==> config.mk <==
export PLATFORM = sky130hd
export DESIGN_NAME = spi_queue
export DESIGN_NICKNAME = d
export VERILOG_FILES = /design/src/sv/spi_queue.sv
export SDC_FILE = /design/constraint.sdc
export NUM_CORES = 1
export LEC_CHECK = 0
export BUFFER_PORTS_ARGS = -buffer_cell sky130_fd_sc_hd__buf_2
export CORE_AREA = 2 2 55 57
export CTS_BUF_LIST = sky130_fd_sc_hd__clkbuf_2
export DETAILED_ROUTE_END_ITERATION = 16
export DIE_AREA = 0 0 57 59
export GPL_TIMING_DRIVEN = 0
export REMOVE_ABC_BUFFERS = 1
export SLEW_MARGIN = 20
export SYNTH_ARGS = -nofsm -noshare
export SYNTH_HDL_FRONTEND = slang
export SYNTH_SLANG_ARGS = --single-unit
export TNS_END_PERCENT = 50
==> constraint.sdc <==
create_clock -name clk -period 1.35 [get_ports clk]
set_input_delay 0.135 -clock clk [delete_from_list [all_inputs] [get_ports clk]]
set_output_delay 0.135 -clock clk [all_outputs]
set_load 0.005 [all_outputs]
==> src/sv/spi_queue.sv <==
`timescale 1ns / 1ps
// ----------------------------------------------------------------------------
// spi_queue
// Two-entry queue between front and back end; drains one entry per cycle.
// ----------------------------------------------------------------------------
module spi_queue #(
	parameter int EW = 8
) (
	input  logic          clk,
	input  logic          arst_n,
	input  logic          push,
	input  logic [EW-1:0] din,
	output logic          out_valid,
	output logic [EW-1:0] dout,
	output logic          full
);
	localparam int DEPTH = 2;

	logic [EW-1:0] mem_q [DEPTH];
	logic          wr_q, rd_q;
	logic [1:0]    cnt_q;
	logic          pop;

	assign pop       = (cnt_q != 2'd0);
	assign out_valid = pop;
	assign full      = (cnt_q == 2'(DEPTH));
	assign dout      = mem_q[rd_q];

	always_ff @(posedge clk or negedge arst_n) begin
		if (!arst_n) begin
			wr_q  <= 1'b0;
			rd_q  <= 1'b0;
			cnt_q <= 2'd0;
		end else begin
			if (push) wr_q <= ~wr_q;
			if (pop) rd_q <= ~rd_q;
			cnt_q <= 2'(cnt_q + {1'b0, push} - {1'b0, pop});
		end
	end

	always_ff @(posedge clk) begin
		if (push) begin
			mem_q[wr_q] <= din;
		end
	end

endmodule

## Word level (Yosys, flattened, before mapping)

Memories as Yosys holds them, arrays and structs flattened.
Index checks and enable logic that the tools add are counted.

| storage, ports and cells | value |
|---|---|
| flip-flop bits (word level) | 4 |
| latch bits | 0 |
| bits in writable memories | 16 |
| bits in read-only memories | 0 |
| bits of input ports | 11 |
| memories | 1 |

Memory list:

| memory | words | width | read ports | clocked after Yosys merged registers in | write ports | line | RTL |
|---|---|---|---|---|---|---|---|
| mem_q | 2 | 8 | 1 | 0 | 1 | 19 | `logic [EW-1:0] mem_q [DEPTH];` |

| cells by class | value |
|---|---|
| $add $sub $neg | 2 |
| $mul | 0 |
| div/mod/pow operators | 0 |
| $lt $le $gt $ge | 0 |
| equal/unequal tests | 1 |
| shift operators | 0 |
| muxes and demuxes | 2 |
| bitwise logic cells | 2 |
| reduce and logical (&&, ||, !) cells | 1 |

Operator list:

| cell | count |
|---|---|
| $add A2 B1 Y2 | 1 |
| $eq A2 B2 Y1 const B | 1 |
| $mux W1 | 2 |
| $not A1 Y1 | 2 |
| $reduce_bool A2 Y1 | 1 |
| $sub A2 B1 Y2 | 1 |

## Longest topological paths before layout

Gate-level depths: netlist of the first run.

| depth | value |
|---|---|
| depth after elaboration | 2 |
| mapped depth | 3 |

## Worst setup path before layout of the first run

Ideal clock, no wire load.

| path | value |
|---|---|
| path kind | register to register |
| from | register wr_q |
| to | memory mem_q[0][0] (enable) |
| arrival | 789 ps |
| required time | 977 ps |
| slack | 188 ps |
| stages on the path, launching flop included | 2 |
| buffers on the path | 0 |
| cells stage by stage | dfrtp_1 -> nor2b_1 |

RTL lines:

| item | line | RTL |
|---|---|---|
| start, declared | 20 | `logic wr_q, rd_q;` |
| start signal, assigned | 35 | `if (push) wr_q <= ~wr_q;` |
| end, declared | 19 |  |

No word-level cell before the write port.

## Worst setup path in the final report of the first run

| path | value |
|---|---|
| from | register rd_q |
| to | output dout[1] |

| on the way | value |
|---|---|
| cells in the longest elaborated chain, start to end | 1 |

RTL lines:

| item | line | RTL |
|---|---|---|
| start, declared | 20 |  |
| start signal, assigned | 36 | `if (pop) rd_q <= ~rd_q;` |
| $mem_v2 Z2 W8 | -- |  |
| end, declared | 14 | `output logic [EW-1:0] dout,` |

Every way passes these cells.

==> results of run 1 <==
## flip-flops by register name (all words and copies together), names as in the netlist
register  cells
mem_q        16
cnt_q         2
wr_q          1
rd_q          1
## synthesized netlist by cell type (all sizes together)
| cell | instances | area (um2) |
|---|---|---|
| edfxtp | 16 | 480 |
| mux2 | 8 | 120 |
| dfrtp | 4 | 100 |
| nor2b | 3 | 18.8 |
| xor2 | 2 | 17.5 |
| and2 | 1 | 6.26 |
| buf | 1 | 11.3 |
| ha | 1 | 12.5 |
| nand2 | 1 | 3.75 |
| or2 | 1 | 8.76 |
| xnor2 | 1 | 8.76 |
## power by group through the flow
stage               logic (uW)  clock network [uW]  registers [uW]
floorplan                  273                   0             904
global placement           413                   0             929
detailed placement         413                   0             935
CTS                        659                 238             861
global route               765                 264             874
finish                     712                 235             861
## metal layers
metal	vias up	share of wire	global-route usage
li1	212	-	-
met3	0	0.061	0.0240
met5	-	0	0
met2	12	0.52	0.123
met1	198	0.42	0.0925
met4	0	0	0.0299
## worst paths after layout
kind | endpoint | slack, ns | cells past startpoint
hold / removal | wr_q | 0.03 | 2
max in group asynchronous | rd_q | 1.08 | 2
min in group asynchronous | cnt_q[1] | 0.14 | 2
setup reg to reg | mem_q[0][2] | 0.21 | 1
hold reg to reg | wr_q | 0.52 | 1
setup / recovery | dout[1] | -0.08 | 3
## critical path: cells and delay by family, from the launching register on
kind / cells / cell delay [ns]
buffers and inverters: 2 / 0.25
DFF: 1 / 0.45
muxes: 1 / 0.30
## metrics by stage
stage	std cells	total power, uW	worst slack (ns)	instance area, um2	setup TNS [ns]
after floorplan	38	1180	0.188	777	0
after global placement	89	1340	-0.0487	916	-0.389
after detailed placement	89	1350	-0.0168	916	-0.132
after CTS	97	1760	-0.0844	1010	-0.630
after global routing	105	1900	-0.141	1110	-1.09
final	105	1810	-0.0818	1110	-0.603
## layout by cell type (no fill, tap or decap)
cell,instances
mux2_4,8
clkinv_1,1
ha_1,1
nor2b_2,1
buf_6,10
dfrtp_2,1
nand2_1,1
buf_4,1
or2_4,1
dlygate4sd3_1,9
clkbuf_2,3
dfrtp_1,3
xor2_1,2
and2_1,1
nor2b_1,2
buf_2,12
xnor2_1,1
edfxtp_1,16
## logic make-up after synthesis
family | after synthesis | share of synthesized area
flops | 20 | 0.737
mux | 8 | 0.152
simple gates | 6 | 0.0476
xor+xnor | 3 | 0.0333
buf+inv | 1 | 0.0143
fa+ha+maj | 1 | 0.0159
## cell type report
type,instances,share of cell area
clock buffer,3,0.0135
clock inverter,1,0.00339
multi-input combinational,18,0.179
sequential,20,0.525
tap,31,0.0350
timing repair buffer,32,0.244
## repair_timing
item | in CTS | in global routing
gates cloned | 0 | 0
endpoints found under the setup margin | 16 | 8
pin swaps | 0 | 0
gates resized for setup | 10 | 3
buffers inserted | 3 | 0
hold buffers | 1 | 8
hold endpoints to repair | 4 | 16
==> impl_metrics.py, run 1 <==
metrics = {
    "clock_network": {
        "root_buffer": "clkbuf_2",
        "htree_levels": 1,
        "cts.sinks": 20,
        "clk_latency_ns": 0.29,
        "cts_buffer_depth": 2,
        "clk_pin_slew_ns": 0.18,
        "cts_made_buffers": 3,
        "cts_tree": "done",
    },
    "floorplan": {
        "die-area_um2": 3360,
        "dieHeight_um": 59,
        "io_pins": 21,
        "core.rowCount": 19,
        "dieWidth_um": 57,
        "core-area_um2": 2710,
        "initial_core_util": 0.291,
    },
    "critical_path": {
        "arrival_ns": 1.30,
        "cpMostUsedCell": "buf_6",
        "max_stage_delay_ns": 0.45,
        "cp-start-kind": "flip-flop",
        "cp_data_required_time_ns": 1.22,
        "cp_cell_sequence": "buf_6 -> mux2_4 -> buf_6",
        "end_kind": "output port",
        "cp_max_fo": 5,
        "cpMaxStageDelayCell": "dfrtp_2",
        "crit_type": "flip-flop to output port",
        "reg2reg_from": "wr_q",
        "crit_start": "rd_q",
    },
    "cells_and_area": {
        "drive_above_1_share": 0.500,
        "n_fill_cell": 275,
        "syn_to_final_growth_pct": 40.6,
        "post-route-util": 0.409,
        "fin_nets": 87,
        "antenna_cells": 0,
        "multi_input_area_um2": 199,
        "seq_area_um2": 582,
    },
    "grt": {
        "grt_max_degree": 12,
        "antenna_found_initial": 0,
        "grtUsageTotal": 0.0750,
        "grt_remaining_overflow": 0,
        "first_global_vias": 424,
        "grt_pass1_wl_mm": 1.86,
    },
    "placement": {
        "dp_hpwl_um": 787,
        "place.gp.congestion": 0.608,
        "io_buffers": 20,
    },
    "route": {
        "ant_nets": 0,
        "drc_errors": 0,
        "vias": 422,
        "first_pass_iters": 2,
        "totalWireLength_mm": 1.18,
        "vias_per_cell": 4.02,
        "wl_per_cell_um": 11.3,
        "first_iter_violations": 7,
    },
    "logic_synthesis": {
        "syn_avg_cell_area_um2": 20.2,
        "ys_seq_area_frac": 0.737,
        "syn_area_um2": 788,
        "synth.distinct_cells": 11,
        "ys_warn_count": 0,
        "synth-seq-cells": 20,
        "postSynthCellCount": 39,
    },
    "pwr": {
        "pwr-share-clk": 0.130,
        "intPower_uw": 1340,
        "power_density_nw_per_um2": 1630,
        "combPwrFrac": 0.394,
        "p_leak_uw": 0.000465,
        "peakVddDrop_mv": 0.710,
        "p_sw_frac": 0.257,
        "seqPwrFrac": 0.476,
        "power_switching_uw": 464,
    },
    "sta": {
        "setup_viol": 8,
        "hold_violations": 0,
        "skew_ns": 0.000369,
        "hold_slack_ns": 0.0273,
        "rsz0062_at_grt": "yes",
        "fin_crit_sh": 1.06,
        "relSlewSlack": 0.713,
        "fin_ws_ns": -0.0818,
        "drv_slew": 0,
        "clock.fmax_mhz": 698,
        "tightestPinTransition_ns": 0.428,
        "min_period_ns": 1.43,
    },
    "run_status": {
        "status": "finished with violations",
        "violations": "negative setup slack",
    },
    "min_path": {
        "hold_path_startpoint": "push",
        "min_path_type": "input pin to flip-flop",
    },
    "run": {
        "max-cap-violations": 0,
    },
}
Power figures use the tool's default switching activity.
==> inputs of run 2 (changes only) <==
--- a/config.mk
+++ b/config.mk
@@ -11,6 +11,7 @@
 export DETAILED_ROUTE_END_ITERATION = 16
 export DIE_AREA = 0 0 57 59
 export GPL_TIMING_DRIVEN = 0
+export MAX_ROUTING_LAYER = met4
 export REMOVE_ABC_BUFFERS = 1
 export SLEW_MARGIN = 20
 export SYNTH_ARGS = -nofsm -noshare
==> run 2 against run 1 <==
  * Maximum frequency about the same
  * Design area unchanged
  * Via count increased by 0.47%
  * Setup slack about the same
  * Global-route usage increased by 0.23 points
  * Utilization unchanged
  * Non-clock buffer count stayed put
  * Wire length did not move
  * The run still ends with negative setup slack left
  * Critical endpoint unchanged
==> impl_metrics.py, run 2 (synthesized netlist as in run 1, its figures left out) <==
metrics = {
    "clock_network": {
        "root_buffer": "clkbuf_2",
        "htree_levels": 1,
        "cts_buffer_depth": 2,
        "clk_latency_ns": 0.29,
        "cts_tree": "done",
        "cts_made_buffers": 3,
        "clk_pin_slew_ns": 0.18,
        "cts.sinks": 20,
    },
    "cells_and_area": {
        "seq_area_um2": 582,
        "largest-register": "mem_q",
        "largest_reg_flops": 16,
        "postLayoutCellArea_um2": 1110,
        "post-route-util": 0.409,
        "multi_input_area_um2": 199,
        "layout_commonest_cell": "edfxtp_1",
        "layout_common_cells": "edfxtp_1, buf_2, buf_6",
        "syn_to_final_growth_pct": 40.6,
        "n_fill_cell": 275,
        "reg_top3": "mem_q: 16 flops, cnt_q: 2 flops",
        "drive_above_1_share": 0.500,
        "antenna_cells": 0,
        "fin_nets": 87,
    },
    "route": {
        "ant_nets": 0,
        "dr.max_layer_used": "met4",
        "vias": 424,
        "totalWireLength_mm": 1.18,
        "met3_length_um": 66,
        "wl_per_cell_um": 11.3,
        "wl_met1_um": 502,
        "vias_per_cell": 4.04,
        "first_pass_iters": 2,
        "drc_errors": 0,
        "met2_length_um": 611,
        "first_iter_violations": 7,
    },
    "grt": {
        "grt_remaining_overflow": 0,
        "first_global_vias": 423,
        "grtUsageTotal": 0.0773,
        "grt_pass1_wl_mm": 1.86,
        "grt_max_degree": 12,
        "antenna_found_initial": 0,
    },
    "placement": {
        "place.gp.congestion": 0.612,
        "place_area_um2": 916,
        "place_ws_ns": -0.0168,
        "dp_hpwl_um": 787,
        "io_buffers": 20,
    },
    "sta": {
        "fin_crit_sh": 1.06,
        "tightestPinTransition_ns": 0.428,
        "setup_viol": 8,
        "hold_slack_ns": 0.0273,
        "fin_setup_tns_ns": -0.603,
        "skew_ns": 0.000344,
        "clock.fmax_mhz": 698,
        "hold_violations": 0,
        "relSlewSlack": 0.713,
        "min_period_ns": 1.43,
        "rsz0062_at_grt": "yes",
        "fin_ws_ns": -0.0818,
        "drv_slew": 0,
    },
    "critical_path": {
        "end_kind": "output port",
        "cp_data_required_time_ns": 1.22,
        "crit_type": "flip-flop to output port",
        "arrival_ns": 1.30,
        "cp_max_fo": 5,
        "cp-start-kind": "flip-flop",
    },
    "pwr": {
        "peakVddDrop_mv": 0.710,
        "power_density_nw_per_um2": 1630,
        "p_leak_uw": 0.000465,
    },
    "min_path": {
        "min_path_type": "input pin to flip-flop",
    },
    "floorplan": {
        "io_pins": 21,
        "dieWidth_um": 57,
        "core.rowCount": 19,
        "core-area_um2": 2710,
        "dieHeight_um": 59,
        "initial_core_util": 0.291,
        "die-area_um2": 3360,
    },
    "run_status": {
        "status": "finished with violations",
        "violations": "negative setup slack",
    },
    "run": {
        "max-cap-violations": 0,
    },
}
-- run 2: where the power goes --
part           total (uW)  internal [uW]  switching (uW)
Sequential            861            811            50.2
Combinational         712            469             243
Clock                 235           64.5             171
-- run 2: repair_timing --
item,CTS,global route
pin swaps,0,0
hold endpoints to repair,4,16
hold buffers,1,8
setup endpoints to repair,16,8
gates resized for setup,10,3
setup buffers,3,0
-- run 2: routing by layer --
layer / track usage / vias up
met1: 0.0953 / 198
li1: - / 212
met2: 0.123 / 12
met4: 0.0299 / 0
met5: - / -
met3: 0.0197 / 2
-- run 2: per-stage QoR --
| stage | cells | power [uW] |
|---|---|---|
| finish | 105 | 1810 |
| detailed placement | 89 | 1350 |
| global route | 105 | 1900 |
| CTS | 97 | 1760 |
| floorplan | 38 | 1180 |
| global placement | 89 | 1340 |
-- run 2: critical path, stage by stage (launching register included) --
cell	delay [ns]
dfrtp_2	0.45
buf_6	0.14
mux2_4	0.30
buf_6	0.11
-- run 2: layout make-up --
type | count | share of cell area
tap | 31 | 0.0350
clock buffer | 3 | 0.0135
clock inverter | 1 | 0.00339
multi-input combinational | 18 | 0.179
sequential | 20 | 0.525
timing repair buffer | 32 | 0.244
-- run 2: path summary, 6_finish.rpt --
check / start / endpoint / slack, ns / cells past startpoint
worst max-delay path: rd_q / dout[1] / -0.08 / 3
worst min-delay path: push / wr_q / 0.03 / 2
worst max register to register: wr_q / mem_q[0][2] / 0.21 / 1
worst min register to register: wr_q / wr_q / 0.52 / 1
max in group asynchronous: arst_n / rd_q / 1.08 / 2
min in group asynchronous: arst_n / cnt_q[1] / 0.14 / 2
